## config.mk

```make
export PLATFORM = sky130hd
export DESIGN_NAME = sprite_frame_and_path_sequencer_core_flat
export DESIGN_NICKNAME = d
export VERILOG_FILES = /design/src/design/sfps_pkg.sv /design/src/design/sfps_intf.sv /design/src/design/sfps_lerp.sv /design/src/design/sprite_frame_and_path_sequencer_core.sv /design/src/flat_wrapper.sv
export SDC_FILE = /design/constraint.sdc
export NUM_CORES = 2
export LEC_CHECK = 0
export CAP_MARGIN = 20
export CORE_MARGIN = 4
export CORE_UTILIZATION = 55
export CTS_CLUSTER_DIAMETER = 60
export DETAILED_ROUTE_END_ITERATION = 16
export DONT_BUFFER_PORTS = 1
export PLACE_DENSITY = 0.83
export SYNTH_ARGS = -nofsm -noshare
export SYNTH_HDL_FRONTEND = slang
export SYNTH_SLANG_ARGS = --single-unit
```

## constraint.sdc

```tcl
create_clock -name clk_i -period 6.5 [get_ports clk_i]
set_clock_uncertainty 0.05 [all_clocks]
set_input_delay 0.325 -clock clk_i [delete_from_list [all_inputs] [get_ports clk_i]]
set_output_delay 0.325 -clock clk_i [all_outputs]
set_load 0.02 [all_outputs]
```

## src/design/sfps_pkg.sv

```systemverilog
// Package for the sprite frame and path sequencer.
// Op codes, configuration register indexes, field widths and the
// interpolation request type. No dependencies.
`default_nettype none

package sfps_pkg;

  localparam int unsigned CoordW    = 16;
  localparam int unsigned TimeW     = 32;
  localparam int unsigned IntervalW = 16;
  localparam int unsigned CountW    = 5;
  localparam int unsigned FrameW    = 4;
  localparam int unsigned OpW       = 3;
  localparam int unsigned CfgIdxW   = 2;
  localparam int unsigned CfgDataW  = 16;

  // frame_count above this value acts as this value
  localparam logic [CountW-1:0] MaxFrames = 5'd16;

  typedef enum logic [OpW-1:0] {
    OpTick        = 3'd0,
    OpStart       = 3'd1,
    OpPause       = 3'd2,
    OpStop        = 3'd3,
    OpAddPoint    = 3'd4,
    OpClearPoints = 3'd5
  } op_e;

  localparam logic [CfgIdxW-1:0] CfgFrameInterval = 2'd0;
  localparam logic [CfgIdxW-1:0] CfgTrackInterval = 2'd1;
  localparam logic [CfgIdxW-1:0] CfgFrameCount    = 2'd2;

  typedef struct packed {
    logic signed [CoordW-1:0] base;
    logic signed [CoordW-1:0] next;
    logic [IntervalW-1:0]     elapsed;
    logic [IntervalW-1:0]     interval;
  } lerp_req_t;

endpackage

`default_nettype wire

```

## src/design/sfps_intf.sv

```systemverilog
// Channel interfaces of the sprite frame and path sequencer:
// input items, result items and configuration writes.
// Depends on sfps_pkg.
`default_nettype none

interface sfps_in_if import sfps_pkg::*; ();
  logic                     valid;
  logic                     ready;
  logic [OpW-1:0]           op;
  logic [TimeW-1:0]         now_ms;
  logic signed [CoordW-1:0] point_x;
  logic signed [CoordW-1:0] point_y;

  modport source (output valid, op, now_ms, point_x, point_y, input ready);
  modport sink   (input valid, op, now_ms, point_x, point_y, output ready);
endinterface

interface sfps_out_if import sfps_pkg::*; ();
  logic                     valid;
  logic                     ready;
  logic                     active;
  logic [FrameW-1:0]        frame_index;
  logic                     on_path;
  logic signed [CoordW-1:0] pos_x;
  logic signed [CoordW-1:0] pos_y;
  logic                     dropped;

  modport source (output valid, active, frame_index, on_path, pos_x, pos_y, dropped,
                  input ready);
  modport sink   (input valid, active, frame_index, on_path, pos_x, pos_y, dropped,
                  output ready);
endinterface

interface sfps_cfg_if import sfps_pkg::*; ();
  logic                valid;
  logic                ready;
  logic [CfgIdxW-1:0]  index;
  logic [CfgDataW-1:0] data;

  modport source (output valid, index, data, input ready);
  modport sink   (input valid, index, data, output ready);
endinterface

`default_nettype wire

```

## src/design/sfps_lerp.sv

```systemverilog
// Bit-serial linear interpolation for one axis:
// pos = trunc((base*t + (next-base)*e) / t), 16-step shift-add multiply
// then 16-step restoring divide. Depends on sfps_pkg.
`default_nettype none

module sfps_lerp import sfps_pkg::*; (
  input  logic                     clk_i,
  input  logic                     rst_ni,
  input  logic                     start_i,
  input  lerp_req_t                req_i,
  output logic                     done_o,
  output logic signed [CoordW-1:0] pos_o
);

  localparam int unsigned AccW = 35;

  typedef enum logic [2:0] {L_IDLE, L_MUL, L_ABS, L_DIV, L_FIN} lstate_e;

  lstate_e                    state_q;
  logic [3:0]                 cnt_q;
  logic signed [CoordW-1:0]   base_q;
  logic signed [CoordW:0]     diff_q;
  logic [IntervalW-1:0]       e_sh_q;
  logic [IntervalW-1:0]       t_sh_q;
  logic [IntervalW-1:0]       t_q;
  logic signed [AccW-1:0]     acc_q;
  logic                       neg_q;
  logic [IntervalW-1:0]       rem_q;
  logic [IntervalW-1:0]       quo_q;
  logic signed [CoordW-1:0]   pos_q;
  logic                       done_q;

  logic signed [AccW-1:0]     add_t, add_e, acc_d;
  logic signed [AccW-1:0]     mag;
  logic [IntervalW:0]         trial;
  logic                       fits;
  logic [IntervalW-1:0]       rem_d;
  logic [IntervalW-1:0]       signed_quo;

  always_comb begin
    // MSB first: acc = 2*acc + t_bit*base + e_bit*diff
    add_t = t_sh_q[IntervalW-1] ? AccW'(base_q) : '0;
    add_e = e_sh_q[IntervalW-1] ? AccW'(diff_q) : '0;
    acc_d = (acc_q <<< 1) + add_t + add_e;
    mag   = acc_q[AccW-1] ? -acc_q : acc_q;
    trial = {rem_q, quo_q[IntervalW-1]};
    fits  = trial >= {1'b0, t_q};
    rem_d = fits ? IntervalW'(trial - {1'b0, t_q}) : trial[IntervalW-1:0];
    signed_quo = neg_q ? IntervalW'(-quo_q) : quo_q;
  end

  always_ff @(posedge clk_i or negedge rst_ni) begin
    if (!rst_ni) begin
      state_q <= L_IDLE;
      cnt_q   <= '0;
      base_q  <= '0;
      diff_q  <= '0;
      e_sh_q  <= '0;
      t_sh_q  <= '0;
      t_q     <= '0;
      acc_q   <= '0;
      neg_q   <= 1'b0;
      rem_q   <= '0;
      quo_q   <= '0;
      pos_q   <= '0;
      done_q  <= 1'b0;
    end else begin
      done_q <= (state_q == L_FIN) ||
                ((state_q == L_IDLE) && start_i && (req_i.interval == '0));
      unique case (state_q)
        L_IDLE: begin
          if (start_i) begin
            if (req_i.interval == '0) begin
              pos_q <= req_i.base;
            end else begin
              base_q  <= req_i.base;
              diff_q  <= (CoordW+1)'(req_i.next) - (CoordW+1)'(req_i.base);
              e_sh_q  <= req_i.elapsed;
              t_sh_q  <= req_i.interval;
              t_q     <= req_i.interval;
              acc_q   <= '0;
              cnt_q   <= 4'd15;
              state_q <= L_MUL;
            end
          end
        end
        L_MUL: begin
          acc_q  <= acc_d;
          e_sh_q <= {e_sh_q[IntervalW-2:0], 1'b0};
          t_sh_q <= {t_sh_q[IntervalW-2:0], 1'b0};
          cnt_q  <= cnt_q - 4'd1;
          if (cnt_q == '0) state_q <= L_ABS;
        end
        L_ABS: begin
          // |num| <= 32768*t, so the upper half is already below t
          neg_q   <= acc_q[AccW-1];
          rem_q   <= mag[31:16];
          quo_q   <= mag[15:0];
          cnt_q   <= 4'd15;
          state_q <= L_DIV;
        end
        L_DIV: begin
          rem_q <= rem_d;
          quo_q <= {quo_q[IntervalW-2:0], fits};
          cnt_q <= cnt_q - 4'd1;
          if (cnt_q == '0) state_q <= L_FIN;
        end
        L_FIN: begin
          // result lies between the two waypoints, no saturation needed
          pos_q   <= signed_quo;
          state_q <= L_IDLE;
        end
        default: state_q <= L_IDLE;
      endcase
    end
  end

  assign done_o = done_q;
  assign pos_o  = pos_q;

endmodule

`default_nettype wire

```

## src/design/sprite_frame_and_path_sequencer_core.sv

```systemverilog
// Sprite frame and path sequencer, top level. Depends on sfps_pkg, sfps_intf, sfps_lerp.
// One item at a time. Non-tick ops and ticks without a path go from S_EXEC to S_OUT, which
// loads the output register; an interpolated tick reads the waypoints in S_RDA to S_RDC and
// waits in S_LERP for the bit-serial multiply and restoring divide in sfps_lerp (x and y run
// side by side; a zero track interval skips both). After the load the block returns to S_IDLE
// for the next input transfer; a stalled result holds off the input.
// Reset clears all control state; the waypoint table is undefined and read only below the count.
`default_nettype none

module sprite_frame_and_path_sequencer_core import sfps_pkg::*; #(
  parameter int unsigned MAX_POINTS = 16
) (
  input  logic       clk_i,
  input  logic       rst_ni,
  sfps_cfg_if.sink   cfg_i,
  sfps_in_if.sink    in_i,
  sfps_out_if.source out_o
);

  localparam int unsigned PW = $clog2(MAX_POINTS);
  localparam int unsigned TW = $clog2(MAX_POINTS + 1);

  typedef enum logic [2:0] {S_IDLE, S_EXEC, S_RDA, S_RDB, S_RDC, S_LERP, S_OUT} state_e;

  state_e                   state_q;

  logic [IntervalW-1:0]     frame_interval_q;
  logic [IntervalW-1:0]     track_interval_q;
  logic [CountW-1:0]        frame_count_q;

  logic                     running_q;
  logic [FrameW-1:0]        cur_frame_q;
  logic [TimeW-1:0]         frame_since_q;
  logic [PW-1:0]            cur_point_q;
  logic [TimeW-1:0]         point_since_q;
  logic [TW-1:0]            point_total_q;

  logic [OpW-1:0]           op_q;
  logic [TimeW-1:0]         now_q;
  logic signed [CoordW-1:0] px_q;
  logic signed [CoordW-1:0] py_q;

  logic [PW-1:0]            nxt_q;
  logic [IntervalW-1:0]     e_q;
  logic [31:0]              a_q;

  logic                     res_active_q;
  logic [FrameW-1:0]        res_frame_q;
  logic                     res_on_path_q;
  logic                     res_dropped_q;

  logic                     out_valid_q;
  logic                     out_active_q;
  logic [FrameW-1:0]        out_frame_q;
  logic                     out_on_path_q;
  logic signed [CoordW-1:0] out_pos_x_q;
  logic signed [CoordW-1:0] out_pos_y_q;
  logic                     out_dropped_q;

  logic [31:0]              mem_q [MAX_POINTS];
  logic [31:0]              rdata_q;
  logic [PW-1:0]            rd_addr;
  logic                     rd_en;

  // tick datapath, evaluated in S_EXEC
  logic [CountW-1:0]        fc;
  logic                     tick_live;
  logic                     path_live;
  logic [FrameW-1:0]        cf_base, cf_inc, cf_new;
  logic                     frame_due;
  logic [PW-1:0]            cp_base, cp_inc, cp_new, cp_nxt;
  logic [TimeW-1:0]         point_elapsed;
  logic                     point_due;
  logic [IntervalW-1:0]     e_new;
  logic                     table_full;
  logic                     out_load;

  lerp_req_t                req_x, req_y;
  logic                     lerp_start;
  logic                     done_x, done_y;
  logic signed [CoordW-1:0] pos_x, pos_y;

  always_comb begin
    fc        = (frame_count_q > MaxFrames) ? MaxFrames : frame_count_q;
    tick_live = running_q && (fc != '0);
    path_live = (op_q == OpTick) && tick_live && (point_total_q > TW'(1));
    cf_base   = ({1'b0, cur_frame_q} >= fc) ? '0 : cur_frame_q;
    frame_due = (fc > CountW'(1)) &&
                ((now_q - frame_since_q) >= {{(TimeW-IntervalW){1'b0}}, frame_interval_q});
    cf_inc    = (({1'b0, cf_base} + CountW'(1)) == fc) ? '0 : cf_base + FrameW'(1);
    cf_new    = frame_due ? cf_inc : cf_base;

    cp_base       = (TW'(cur_point_q) >= point_total_q) ? '0 : cur_point_q;
    point_elapsed = now_q - point_since_q;
    point_due     = point_elapsed >= {{(TimeW-IntervalW){1'b0}}, track_interval_q};
    cp_inc        = ((TW'(cp_base) + TW'(1)) == point_total_q) ? '0
                                                               : PW'(TW'(cp_base) + TW'(1));
    cp_new        = point_due ? cp_inc : cp_base;
    cp_nxt        = ((TW'(cp_new) + TW'(1)) == point_total_q) ? '0
                                                              : PW'(TW'(cp_new) + TW'(1));
    // after a step the elapsed time restarts; otherwise it stays below the track interval
    e_new         = point_due ? '0 : point_elapsed[IntervalW-1:0];

    table_full = point_total_q >= TW'(MAX_POINTS);
    out_load   = (state_q == S_OUT) && (!out_valid_q || out_o.ready);

    rd_en   = (state_q == S_RDA) || (state_q == S_RDB);
    rd_addr = (state_q == S_RDA) ? cur_point_q : nxt_q;

    lerp_start     = (state_q == S_RDC);
    req_x.base     = a_q[15:0];
    req_x.next     = rdata_q[15:0];
    req_x.elapsed  = e_q;
    req_x.interval = track_interval_q;
    req_y.base     = a_q[31:16];
    req_y.next     = rdata_q[31:16];
    req_y.elapsed  = e_q;
    req_y.interval = track_interval_q;
  end

  sfps_lerp u_lerp_x (
    .clk_i   (clk_i),
    .rst_ni  (rst_ni),
    .start_i (lerp_start),
    .req_i   (req_x),
    .done_o  (done_x),
    .pos_o   (pos_x)
  );

  sfps_lerp u_lerp_y (
    .clk_i   (clk_i),
    .rst_ni  (rst_ni),
    .start_i (lerp_start),
    .req_i   (req_y),
    .done_o  (done_y),
    .pos_o   (pos_y)
  );

  // waypoint table: x in the low half, y in the high half
  always_ff @(posedge clk_i) begin
    if (state_q == S_EXEC && op_q == OpAddPoint && !table_full) begin
      mem_q[point_total_q[PW-1:0]] <= {py_q, px_q};
    end
    if (rd_en) begin
      rdata_q <= mem_q[rd_addr];
    end
  end

  always_ff @(posedge clk_i or negedge rst_ni) begin
    if (!rst_ni) begin
      state_q          <= S_IDLE;
      frame_interval_q <= '0;
      track_interval_q <= '0;
      frame_count_q    <= '0;
      running_q        <= 1'b0;
      cur_frame_q      <= '0;
      frame_since_q    <= '0;
      cur_point_q      <= '0;
      point_since_q    <= '0;
      point_total_q    <= '0;
      op_q             <= '0;
      now_q            <= '0;
      px_q             <= '0;
      py_q             <= '0;
      nxt_q            <= '0;
      e_q              <= '0;
      a_q              <= '0;
      res_active_q     <= 1'b0;
      res_frame_q      <= '0;
      res_on_path_q    <= 1'b0;
      res_dropped_q    <= 1'b0;
      out_valid_q      <= 1'b0;
      out_active_q     <= 1'b0;
      out_frame_q      <= '0;
      out_on_path_q    <= 1'b0;
      out_pos_x_q      <= '0;
      out_pos_y_q      <= '0;
      out_dropped_q    <= 1'b0;
    end else begin
      if (cfg_i.valid) begin
        unique case (cfg_i.index)
          CfgFrameInterval: frame_interval_q <= cfg_i.data;
          CfgTrackInterval: track_interval_q <= cfg_i.data;
          CfgFrameCount:    frame_count_q    <= cfg_i.data[CountW-1:0];
          default: ;
        endcase
      end

      if (out_load) begin
        out_valid_q   <= 1'b1;
        out_active_q  <= res_active_q;
        out_frame_q   <= res_frame_q;
        out_on_path_q <= res_on_path_q;
        out_pos_x_q   <= res_on_path_q ? pos_x : '0;
        out_pos_y_q   <= res_on_path_q ? pos_y : '0;
        out_dropped_q <= res_dropped_q;
      end else if (out_valid_q && out_o.ready) begin
        out_valid_q <= 1'b0;
      end

      unique case (state_q)
        S_IDLE: begin
          if (in_i.valid) begin
            op_q    <= in_i.op;
            now_q   <= in_i.now_ms;
            px_q    <= in_i.point_x;
            py_q    <= in_i.point_y;
            state_q <= S_EXEC;
          end
        end
        S_EXEC: begin
          res_active_q  <= (op_q == OpTick) && tick_live;
          res_on_path_q <= path_live;
          res_dropped_q <= (op_q == OpAddPoint) && table_full;
          res_frame_q   <= (op_q == OpStop) ? '0 :
                           (((op_q == OpTick) && tick_live) ? cf_new : cur_frame_q);
          state_q       <= path_live ? S_RDA : S_OUT;
          unique case (op_q)
            OpTick: begin
              if (tick_live) begin
                cur_frame_q <= cf_new;
                if (frame_due) frame_since_q <= now_q;
                if (point_total_q > TW'(1)) begin
                  cur_point_q <= cp_new;
                  if (point_due) point_since_q <= now_q;
                  nxt_q       <= cp_nxt;
                  e_q         <= e_new;
                end else begin
                  cur_point_q <= cp_base;
                end
              end
            end
            OpStart: begin
              running_q     <= 1'b1;
              frame_since_q <= now_q;
              point_since_q <= now_q;
            end
            OpPause: begin
              running_q <= 1'b0;
            end
            OpStop: begin
              running_q     <= 1'b0;
              cur_frame_q   <= '0;
              cur_point_q   <= '0;
              frame_since_q <= now_q;
              point_since_q <= now_q;
            end
            OpAddPoint: begin
              if (!table_full) begin
                point_total_q <= point_total_q + TW'(1);
                cur_point_q   <= '0;
              end
            end
            OpClearPoints: begin
              point_total_q <= '0;
              cur_point_q   <= '0;
            end
            default: ;
          endcase
        end
        S_RDA: state_q <= S_RDB;
        S_RDB: begin
          a_q     <= rdata_q;
          state_q <= S_RDC;
        end
        S_RDC: state_q <= S_LERP;
        S_LERP: begin
          if (done_x && done_y) state_q <= S_OUT;
        end
        S_OUT: begin
          if (out_load) state_q <= S_IDLE;
        end
        default: state_q <= S_IDLE;
      endcase
    end
  end

  assign cfg_i.ready       = 1'b1;
  assign in_i.ready        = (state_q == S_IDLE);
  assign out_o.valid       = out_valid_q;
  assign out_o.active      = out_active_q;
  assign out_o.frame_index = out_frame_q;
  assign out_o.on_path     = out_on_path_q;
  assign out_o.pos_x       = out_pos_x_q;
  assign out_o.pos_y       = out_pos_y_q;
  assign out_o.dropped     = out_dropped_q;

endmodule

`default_nettype wire
```

## src/flat_wrapper.sv

```systemverilog
// flat-port wrapper written by rule: the top's interface ports become plain ports
module sprite_frame_and_path_sequencer_core_flat import sfps_pkg::*;
#(
  parameter int unsigned MAX_POINTS = 16
)
  (clk_i, rst_ni, cfg_i_valid, cfg_i_index, cfg_i_data, cfg_i_ready, in_i_valid, in_i_op, in_i_now_ms, in_i_point_x, in_i_point_y, in_i_ready, out_o_valid, out_o_active, out_o_frame_index, out_o_on_path, out_o_pos_x, out_o_pos_y, out_o_dropped, out_o_ready);
  sfps_cfg_if cfg_i_i ();
  sfps_in_if in_i_i ();
  sfps_out_if out_o_i ();
  input  logic clk_i;
  input  logic rst_ni;
  input wire logic [$bits(cfg_i_i.valid)-1:0] cfg_i_valid;
  input wire logic [$bits(cfg_i_i.index)-1:0] cfg_i_index;
  input wire logic [$bits(cfg_i_i.data)-1:0] cfg_i_data;
  output wire logic [$bits(cfg_i_i.ready)-1:0] cfg_i_ready;
  input wire logic [$bits(in_i_i.valid)-1:0] in_i_valid;
  input wire logic [$bits(in_i_i.op)-1:0] in_i_op;
  input wire logic [$bits(in_i_i.now_ms)-1:0] in_i_now_ms;
  input wire logic [$bits(in_i_i.point_x)-1:0] in_i_point_x;
  input wire logic [$bits(in_i_i.point_y)-1:0] in_i_point_y;
  output wire logic [$bits(in_i_i.ready)-1:0] in_i_ready;
  output wire logic [$bits(out_o_i.valid)-1:0] out_o_valid;
  output wire logic [$bits(out_o_i.active)-1:0] out_o_active;
  output wire logic [$bits(out_o_i.frame_index)-1:0] out_o_frame_index;
  output wire logic [$bits(out_o_i.on_path)-1:0] out_o_on_path;
  output wire logic [$bits(out_o_i.pos_x)-1:0] out_o_pos_x;
  output wire logic [$bits(out_o_i.pos_y)-1:0] out_o_pos_y;
  output wire logic [$bits(out_o_i.dropped)-1:0] out_o_dropped;
  input wire logic [$bits(out_o_i.ready)-1:0] out_o_ready;
  assign cfg_i_i.valid = cfg_i_valid;
  assign cfg_i_i.index = cfg_i_index;
  assign cfg_i_i.data = cfg_i_data;
  assign cfg_i_ready = cfg_i_i.ready;
  assign in_i_i.valid = in_i_valid;
  assign in_i_i.op = in_i_op;
  assign in_i_i.now_ms = in_i_now_ms;
  assign in_i_i.point_x = in_i_point_x;
  assign in_i_i.point_y = in_i_point_y;
  assign in_i_ready = in_i_i.ready;
  assign out_o_valid = out_o_i.valid;
  assign out_o_active = out_o_i.active;
  assign out_o_frame_index = out_o_i.frame_index;
  assign out_o_on_path = out_o_i.on_path;
  assign out_o_pos_x = out_o_i.pos_x;
  assign out_o_pos_y = out_o_i.pos_y;
  assign out_o_dropped = out_o_i.dropped;
  assign out_o_i.ready = out_o_ready;
  sprite_frame_and_path_sequencer_core #(.MAX_POINTS(MAX_POINTS)) u_core (.clk_i(clk_i), .rst_ni(rst_ni), .cfg_i(cfg_i_i), .in_i(in_i_i), .out_o(out_o_i));
endmodule
```

==> impl_results.md <==
* CTS tree: done
* # H-tree levels at 3
* Violated checks: negative hold slack, max-slew violations
* Endpoints failing setup at 0
* Fill cells at 7932
* RR Endpoint: u_core.nxt_q[1]$_DFFE_PN0P_
* Placed Cells at 6562
* Ys async rst share at 53.7%
* Crit Path Max Fanout at 6
* Syn nets at 5711
* Full die area at 115000 um2
* Hold Slack at -0.749 ns
* Placement Rows at 121
* First-pass GRT wire length at roughly 260000 um
* Number of enable flip-flop cells after synthesis at 544
* Routed Antenna Nets at 0
* Dpl cell area at 62400 um2
* Non-Filler Instances at 6898
* Fmax at 0.162 GHz
* Relative slew slack at -238%
* VDD IR max at 0.000461 V
* Tmin final at slightly above 6 ns
* Synth Register Bits at 1174
* Vias post-DR at 44200
* Fin util at 62.0%
* Drt total wl at 167000 um
* CP Capture Type: flip-flop
* Clock latency on the worst-skew pair at about 0.74 ns
* Largest cells by area after synthesis: edfxtp_1, dfrtp_1, ha_1
* Synthesis Warnings at 0
* Worst reg2reg path startpoint: u_core.now_q[0]$_DFFE_PN0P_
* Worst hold path type: in2async
* Top_reg_cell synth: dfrtp_1
* Commonest cells in the synthesized netlist: nand2_1, dfrtp_1, edfxtp_1, o21ai_0, inv_1
* Fin nets at roughly 5800
* Initial core utilization at a little under three fifths
* Syn Std Cell Area at a little over 60000 um2
* Top-area cell type share of the netlist area at 27.0%
* CP max stage cell: dfrtp_1
* Residual DRC count at 0
* Clock-pin slew on the worst setup and hold paths at 0.07 ns
* IO Count at 132
* Port-buffer cells at 0
* FF-to-FF path depth at 32
* Overall power at 32.0 mW
* First-pass DRT Iterations at 6
* CTS Hold Bufs at 107
* Crit path required time at between 7 and 8 ns
* Clk buf depth at 3
* CTS root buffer: clkbuf_16
* WL/cell at 24.3 um
* Area Overhead vs Synth at 11.7%
* Core area at roughly 110000 um2
* Period utilisation layout at 94.7%
* Number of global-route vias before repair at 44500
* CTS Sinks at 1174
* Arrival time worst endpoint at between 6 and 7 ns
* Status: finished with violations
* Most common cell in the netlist: nand2_1
* Post-synth cell types at 86
* Worst-margin pin slew at 5.07 ns
* Total GRT Usage at 28.7%
* Estimated wirelength of the detail-placed design at 101000 um
* Reg2reg setup slack at 0.34 ns
* Power Density at 474 nW/um2
* Initial antenna violation count at 10
* Largest net degree at the start of global routing at ~630
* Congestion Overflow GR at 0
* Area of the multi-input gates at 26900 um2
* Sequential fraction of the synthesis area at between 50% and 60%
* Largest stage delay, worst path at a little under 0.4 ns
* Critical path class: reg2reg
* Max Slew Vio Count at ~600
* Max Cap Violations at 0
* Post-Syn Instances at 5300
* TritonCTS buffer count at 115
* DR iter-0 viols at 4893
* P_leak at between 20 and 30 nW
* Area of all sequential standard cells at 32100 um2
* Crit path launch type: flip-flop
* Share of cells above drive strength 1 at 11.5%
* Chip Width at 340 um
* GPL Wtd Cong at 0.923
* Leading area contributor after synthesis: edfxtp_1
* Via density at 6.41
* Post-layout instance area at 67600 um2
* Die height at 340 um
* Final hold vios at ~150
* Syn Area/Cell at between 10 and 15 um2
==> per-stage QoR <==
step	worst slack [ns]	setup TNS, ns
floorplan	0.0431	0
global placement	0.0125	0
detailed placement	-0.207	-0.582
CTS	0.0167	0
global route	-0.0301	-0.0611
finish	0.345	0
==> kinds of logic after synthesis <==
group | count (synthesis) | synth area share [%]
mux | 385 | 9.35
flops | 1174 | 53.0
compound gates | 1298 | 13.1
fa+ha+maj | 321 | 7.55
other cells | 1 | 0.00619
simple gates | 1397 | 10.6
xor+xnor | 225 | 3.26
buf+inv | 499 | 3.10
==> metal layers <==
layer  GRT usage (%)  up-vias  wire length (um)  share of wire, %
met1            36.3    21900             62500                37
met5               0        -                29             0.017
met3            5.23      549             14500               8.7
met4            13.1        6              8380               5.0
li1                -    19400                 -                 -
met2            48.3     2300             81900                49
==> area by class of cell <==
type,count,share of cell area (%)
sequential,1174,47.5
clock buffer,155,4.76
clock inverter,60,1.12
multi-input combinational,3627,39.8
tap,1414,2.62
timing repair buffer,199,2.77
antenna,5,0.0185
inverter,264,1.47
==> state kept, by name, indices dropped and copies added, names as in the netlist, 17 cells and up <==
signal,flops
u_core.rdata_q,32
u_core.now_q,32
u_core.point_since_q,32
u_core.mem_q,512
u_core.u_lerp_x.diff_q,17
u_core.u_lerp_y.diff_q,17
u_core.u_lerp_y.acc_q,35
u_core.u_lerp_x.acc_q,35
u_core.a_q,32
u_core.frame_since_q,32
==> cells in the final DEF (no fill, tap or decap), types with 73 or more instances in the layout <==
master         instances
nor2_1               221
ha_1                 245
a21oi_1              243
mux4_2               128
mux2_2               132
nand2_1              692
inv_1                259
buf_4                 81
edfxtp_1             544
dfrtp_1              628
mux2i_1               87
o21ai_0              450
fa_1                  73
xnor2_1              129
and2_1               111
dlygate4sd3_1        107
xor2_1                94
a21o_1                76
clkbuf_16            116
==> worst max-delay path, delay by kind of cell, from the launching register on <==
kind	cells	cell delay, ns
compound gates	12	2.44
simple gates	7	1.09
fa+ha+maj	4	0.99
buf+inv	6	0.52
flops	1	0.39
mux	2	0.33
xor+xnor	1	0.20
==> report_power, final <==
group / switching (mW) / internal [mW] / leakage, nW
sequential: 1.90 / 9.56 / 13.1
combinational: 7.88 / 5.65 / 12.8
clock: 3.12 / 3.93 / 1.93
total: 12.9 / 19.1 / 27.8
==> worst max-delay path by stage <==
stage | from | endpoint | slack [ns] | depth (start not counted)
floorplan | u_core.now_q[0]$_DFFE_PN0P_ | u_core.nxt_q[0]$_DFFE_PN0P_ | 0.04 | 32
global placement | u_core.now_q[0]$_DFFE_PN0P_ | u_core.nxt_q[1]$_DFFE_PN0P_ | 0.01 | 30
detailed placement | u_core.now_q[0]$_DFFE_PN0P_ | u_core.nxt_q[1]$_DFFE_PN0P_ | -0.21 | 30
CTS | u_core.now_q[0]$_DFFE_PN0P_ | u_core.nxt_q[1]$_DFFE_PN0P_ | 0.02 | 34
global route | u_core.now_q[0]$_DFFE_PN0P_ | u_core.nxt_q[1]$_DFFE_PN0P_ | -0.03 | 32
finish | u_core.now_q[0]$_DFFE_PN0P_ | u_core.nxt_q[1]$_DFFE_PN0P_ | 0.34 | 32
==> timing repair <==
action / CTS / global route
pin swaps: 1 / 16
endpoints found under the hold margin: 736 / 630
endpoints found under the setup margin: 4 / 42
buffers inserted: 1 / 5
resized for setup: 3 / 26
Power figures use the tool's default switching activity.
